$ cat src/pat_pkg.sv
// Package for the Paxos acceptor table: payload, command and table entry types,
// operation and state codes, and slot index helpers. No dependencies.
package pat_pkg;

    localparam int INSTANCE_SLOTS = 65536;
    localparam int SLOT_W = $clog2(INSTANCE_SLOTS);
    localparam int PADDR_W = 3;
    localparam logic [15:0] ACCEPTOR_ID_RESET = 16'h0001;

    typedef logic [SLOT_W-1:0] t_slot;
    localparam t_slot SLOT_LAST = t_slot'(INSTANCE_SLOTS - 1);

    typedef enum logic [2:0] {
        MSG_NONE    = 3'd0,
        MSG_PHASE1B = 3'd2,
        MSG_PHASE2B = 3'd4
    } t_msg_type;

    typedef enum logic {
        OP_PREPARE = 1'b0,
        OP_ACCEPT  = 1'b1
    } t_op;

    typedef enum logic [1:0] {
        ST_CLEAR,
        ST_IDLE,
        ST_EXEC
    } t_back_state;

    typedef struct packed {
        logic [0:0]  operation;
        logic [15:0] instance_req;
        logic [15:0] round;
        logic [15:0] voted_round_in;
        logic [63:0] value_w01;
        logic [63:0] value_w23;
        logic [63:0] value_w45;
        logic [63:0] value_w67;
    } t_req;

    typedef struct packed {
        logic [0:0]  forward;
        logic [2:0]  message_type;
        logic [15:0] instance_out;
        logic [15:0] round_out;
        logic [15:0] voted_round_out;
        logic [15:0] acceptor_out;
        logic [63:0] value_o01;
        logic [63:0] value_o23;
        logic [63:0] value_o45;
        logic [63:0] value_o67;
    } t_rsp;

    typedef struct packed {
        t_op         op;
        t_slot       slot;
        logic [15:0] inst;
        logic [15:0] rnd;
        logic [15:0] vrnd;
        logic [63:0] v01;
        logic [63:0] v23;
        logic [63:0] v45;
        logic [63:0] v67;
    } t_cmd;

    typedef struct packed {
        logic [15:0] promised;
        logic [15:0] voted;
        logic [63:0] v01;
        logic [63:0] v23;
        logic [63:0] v45;
        logic [63:0] v67;
    } t_entry;

    typedef struct packed {
        logic take;
        logic clearing;
    } t_back_status;

    function automatic t_slot slot_of(logic [15:0] inst);
        logic [SLOT_W+15:0] ext;
        ext = {{SLOT_W{1'b0}}, inst};
        return ext[SLOT_W-1:0];
    endfunction

endpackage

$ cat src/pat_front.sv
// Front end of the acceptor table: two-entry input queue that decodes each
// message into a table command. Depends on pat_pkg.
module pat_front (
    input  logic                 i_clk,
    input  logic                 i_rst_n,
    input  logic                 push,
    output logic                 full,
    input  pat_pkg::t_req        i_req,
    input  pat_pkg::t_back_status i_status,
    output logic                 o_cmd_valid,
    output pat_pkg::t_cmd        o_cmd
);
    import pat_pkg::*;

    t_cmd       r_q [2];
    logic       r_wr_ptr, r_rd_ptr;
    logic [1:0] r_count, n_count;
    logic       do_push;
    t_cmd       cmd_in;

    assign full    = (r_count == 2'd2) || i_status.clearing;
    assign do_push = push && !full;

    always_comb begin
        cmd_in.op   = t_op'(i_req.operation);
        cmd_in.slot = slot_of(i_req.instance_req);
        cmd_in.inst = i_req.instance_req;
        cmd_in.rnd  = i_req.round;
        cmd_in.vrnd = i_req.voted_round_in;
        cmd_in.v01  = i_req.value_w01;
        cmd_in.v23  = i_req.value_w23;
        cmd_in.v45  = i_req.value_w45;
        cmd_in.v67  = i_req.value_w67;
    end

    always_comb begin
        n_count = r_count;
        if (do_push && !i_status.take) begin
            n_count = r_count + 2'd1;
        end else if (!do_push && i_status.take) begin
            n_count = r_count - 2'd1;
        end
    end

    always_ff @(posedge i_clk) begin
        if (!i_rst_n) begin
            r_count  <= 2'd0;
            r_wr_ptr <= 1'b0;
            r_rd_ptr <= 1'b0;
        end else begin
            r_count <= n_count;
            if (do_push) begin
                r_wr_ptr <= ~r_wr_ptr;
            end
            if (i_status.take) begin
                r_rd_ptr <= ~r_rd_ptr;
            end
        end
    end

    always_ff @(posedge i_clk) begin
        if (do_push) begin
            r_q[r_wr_ptr] <= cmd_in;
        end
    end

    assign o_cmd_valid = (r_count != 2'd0);
    assign o_cmd       = r_q[r_rd_ptr];

endmodule

$ cat config.mk
export PLATFORM = sky130hd
export DESIGN_NAME = pat_front
export DESIGN_NICKNAME = d
export VERILOG_FILES = /design/src/pat_pkg.sv /design/src/pat_front.sv
export SDC_FILE = /design/constraint.sdc
export NUM_CORES = 1
export LEC_CHECK = 0
export ABC_CLOCK_PERIOD_IN_PS = 22000
export BUFFER_PORTS_ARGS = -buffer_cell sky130_fd_sc_hd__buf_2
export CORE_AREA = 2 2 249 251
export CTS_CLUSTER_DIAMETER = 30
export DETAILED_ROUTE_END_ITERATION = 8
export DIE_AREA = 0 0 251 253
export GPL_TIMING_DRIVEN = 0
export PLACE_DENSITY = 0.58
export SYNTH_ARGS = -nofsm -noshare
export SYNTH_HDL_FRONTEND = slang
export SYNTH_SLANG_ARGS = --single-unit
$ cat constraint.sdc
create_clock -name i_clk -period 22 [get_ports i_clk]
set_clock_uncertainty 0.2 [all_clocks]
set_input_delay 2.2 -clock i_clk [delete_from_list [all_inputs] [get_ports i_clk]]
set_output_delay 2.2 -clock i_clk [all_outputs]
set_load 0.02 [all_outputs]
Word level (Yosys, flattened, before mapping)
Memories as Yosys holds them, arrays and structs flattened. A register that Yosys moved wholly into a read port is not among the register bits. Index checks and enable logic that the tools add are counted.

$add $sub $neg: 2. Reductions and logical operators: 9. Bitwise gates (word level): 2. Muxes and demuxes: 6. Equal/unequal tests: 1.

Operators with widths (count): $mux W1 (4); $mux W2 (2); $reduce_bool A2 Y1 (2); $logic_and A1 B1 Y1 (3); $logic_not A1 Y1 (3); $add A2 B1 Y2 const B (1); $eq A2 B2 Y1 const B (1); $not A1 Y1 (2); $sub A2 B1 Y2 const B (1); $logic_or A1 B1 Y1 (1).

Memories: 1. Register bits after elaboration: 4. Logic and storage cells: 24. Bits in writable memories: 642. Output and inout port bits: 323. Input bits: 310.

Memories: r_q (words 2, width 321, read ports 1, clocked after Yosys merged registers in 1, write ports 1, RTL line pat_front.sv:15) `t_cmd r_q [2];`.

Logic depth before layout (Yosys ltp)
Word-level depth: 8. Mapped depth: 6. Depth with buffers taken out: 6.

Least setup slack after synthesis
No wires, ideal clock.

Path type: input port to flip-flop. From: input push. To: memory r_q[0][0] in the netlist's numbering (enable). Slack: 4892 ps. Stages: 3. Data arrival time: 15895 ps. Buffers on the path: 0. Path through: nor2b_1 and2_1 nor2b_1.

Longest elaborated chain between the ends: 3.

Ends and longest elaborated chain: from (decl) (RTL line pat_front.sv:6) `input logic push,`; $logic_and A1 B1 Y1 (RTL line pat_front.sv:22) `assign do_push = push && !full;`; $mux W1 (RTL line pat_front.sv:62) `if (do_push) begin`; $mux W1 (implied by the code) (RTL line pat_front.sv:63) `r_q[r_wr_ptr] <= cmd_in;`; to (decl) (RTL line pat_front.sv:15).

No other way between the ends.

Worst setup path after layout
From: input i_status[0] in the netlist's numbering. To: output full.

Longest elaborated chain between the ends: 1.

Ends and longest elaborated chain: from (decl) (RTL line pat_front.sv:9) `input pat_pkg::t_back_status i_status,`; $logic_or A1 B1 Y1 (RTL line pat_front.sv:21) `assign full = (r_count == 2'd2) || i_status.clearing;`; to (decl) (RTL line pat_front.sv:7) `output logic full,`.

No other way between the ends.

==> flow_summary.ini <==
[status]
status = completed

[final_layout]
fillCellCount = 4904
nNetsFinal = 2073
syn_to_final_growth_pct = 37.54
final_core_util_pct = 52.74
layoutNonFillerInstCount = 2663
drive_gt1_share_pct = 64.31

[setup_path]
reg2reg_depth = 4
crit_buf_inv = 2
critPathTopFamily = buffers and inverters
cpMostUsedCell = buf_2
critPathMaxFanout = 2
required_ns = 19.60
cp_cell_sequence = buf_2 > nand2b_1 > buf_2
setup.worst_path.end_class = primary output
crit_slowest_cell = buf_2
crit_type = in -> out
crit_cells = 3
arrival_ns = 2.67
crit_path_start_kind = input pin
cpPeakStageDelay_ns = 0.19

[pwr]
peakVddDrop_mv = 0.07269
p_per_area_nw_per_um2 = 111.6
total_power_mw = 3.591
p_leak_nw = 12.74

[clocking]
clkTransAtPathRegs_ns = 0.05
cts.path.max_buffers = 3
cts_hold_buf = 0
cts_htree_levels = 3
numCtsBuffers = 120
ctsRootBufferMaster = clkbuf_16
insertion_delay_ns = 0.64
tritoncts = built
clkSinkCount = 615
post_cts_buffers = 0
cts-resized-gates = 0

[worst_hold_path]
holdPathStages = 2
hold_path.class = reg -> reg

[timing]
slew_violations = 0
setup_slack_ns = 16.93
rsz0062_at_grt = false
post-route-period-util_pct = 23.06
slew_headroom_pct = 52.54
fmax_ghz = 0.1971
tightest_slew_ns = 0.7119
min_period_ns = 5.073
fin_tns_setup_ns = 0
setup_violations = 0
hold_viol = 0

[placement]
dpl.hpwl_microns = 39490
place_congestion = 0.7514
port_buffers = 632
pre_cts_ws_ns = 16.91
placed_cells_incl_taps = 2430

[detailed_routing]
postRouteWirelength_microns = 55400
viasPerCell = 4.542
first_pass_iters = 4
antenna_left = 0
drc = 0
drt_iter0_drc = 608
wl_per_cell_microns = 20.80
dr_total_vias = 12100

[yosys]
synth_area_sq_um = 23400
synth_area_leader_cell = edfxtp_1
synthTopCellsByArea = edfxtp_1 (78%), mux2_4 (16%), mux2_2 (2.6%)
yosysUniqueCellTypes = 22
yosysWarnings = 0
ys_ff_latch = 615
synth_top_cell_area_share_pct = 78.27
syn_inst = 991
syn_nets = 1302
ys_seq_area_share_pct = 78.70
synth_area_per_cell_sq_um = 23.62

[global_route]
track_usage_pct = 16.75
grt_max_degree = 62
grt-ovfl-total = 0
grt_antenna_before_repair = 14
grt_pass1_wl_microns = 78840
grt_pass1_vias = 13000

[die]
initial_core_util_pct = 38.35
die_y_microns = 253
io_pins = 633
rows = 91
die_area_sq_um = 63500
die_w_microns = 251
core-area_sq_um = 61030

[run]
drv_cap = 0
[synthesized netlist by cell type]
cell / n
mux2_4: 250
o21ai_1: 1
or3_1: 1
xnor2_1: 1
buf_2: 5
nand2_1: 1
dfxtp_1: 5
o21ai_0: 1
nand2b_1: 2
and2_1: 4
inv_1: 1
buf_4: 16
nand4b_1: 1
ha_1: 1
a21boi_0: 1
buf_6: 29
or2_2: 1
nor2b_1: 2
edfxtp_1: 610
and3_1: 1
xor2_1: 2
mux2_2: 55
[worst reg2reg max path: cells and delay by family (launching register included)]
kind	cells	cell delay [ns]
buffers and inverters	2	0.71
and+or+nand+nor	2	0.92
DFF	1	0.38
[metal layers]
metal	wire length (microns)	global-route usage (%)	vias up
met1	19840	17.64	6001
li1	-	-	5550
met4	1382	7.092	12
met3	4577	6.445	103
met2	29520	29.89	429
met5	82	0	-
[per-stage QoR]
| stage | instance area, sq um | hold slack [ns] |
|---|---|---|
| CTS | 32170 | 0.3198 |
| floorplan | 23400 | 0.2450 |
| detailed placement | 27970 | 0.3127 |
| global placement | 27560 | 0.2576 |
| finish | 32190 | 0.3124 |
| global route | 32190 | 0.3457 |
[cell usage in the layout, fill, tap and decap left out, types with 13 or more instances in the layout]
cell       Yosys  routed
edfxtp_1     610     610
buf_2          5     637
mux2_4       250     250
clkinv_1       0      20
buf_4         16      16
bufinv_16      0      22
buf_6         29      29
clkbuf_16      0     121
clkbuf_1       0      13
mux2_2        55      55
clkinv_2       0      24
[layout make-up]
class / count / area, sq um / area share [%]
multi-input cells: 325 / 4523 / 14.05
diodes: 7 / 17.52 / 0.05442
well taps: 790 / 988.4 / 3.071
repair buffers: 649 / 3563 / 11.07
clock inverters: 92 / 1126 / 3.498
clock buffers: 134 / 3077 / 9.558
plain buffers: 50 / 471.7 / 1.465
inverters: 1 / 3.754 / 0.01166
flip-flops and latches: 615 / 18420 / 57.22
[final timing paths]
| path | from | end | slack [ns] |
|---|---|---|---|
| worst min-delay path | r_count[1]$_SDFFE_PN0P_ | r_count[1]$_SDFFE_PN0P_ | 0.31 |
| worst max-delay path | i_status[0] | full | 16.93 |
| worst max register to register | r_count[0]$_SDFFE_PN0P_ | r_q[1][176]$_DFFE_PP_ | 19.37 |
| worst min register to register | r_count[1]$_SDFFE_PN0P_ | r_count[1]$_SDFFE_PN0P_ | 0.31 |
[logic make-up after synthesis]
family	synth area share (%)
buf+inv	2.032
flops	78.70
compound gates	0.07482
mux	18.68
fa+ha+maj	0.05345
simple gates	0.3475
xor+xnor	0.1123
[power breakdown]
group / switching [mW] / leakage (nW) / internal (mW)
combinational: 0.211 / 5.08 / 0.168
sequential: 0.0123 / 5.63 / 1.35
clock: 0.586 / 2.04 / 1.26
[flip-flops by register name, summed over array words and instances (netlist names), named ones only]
register  cells
r_count       2
r_q         610
r_rd_ptr      1
r_wr_ptr      1
(Power assumes the default switching activity.)
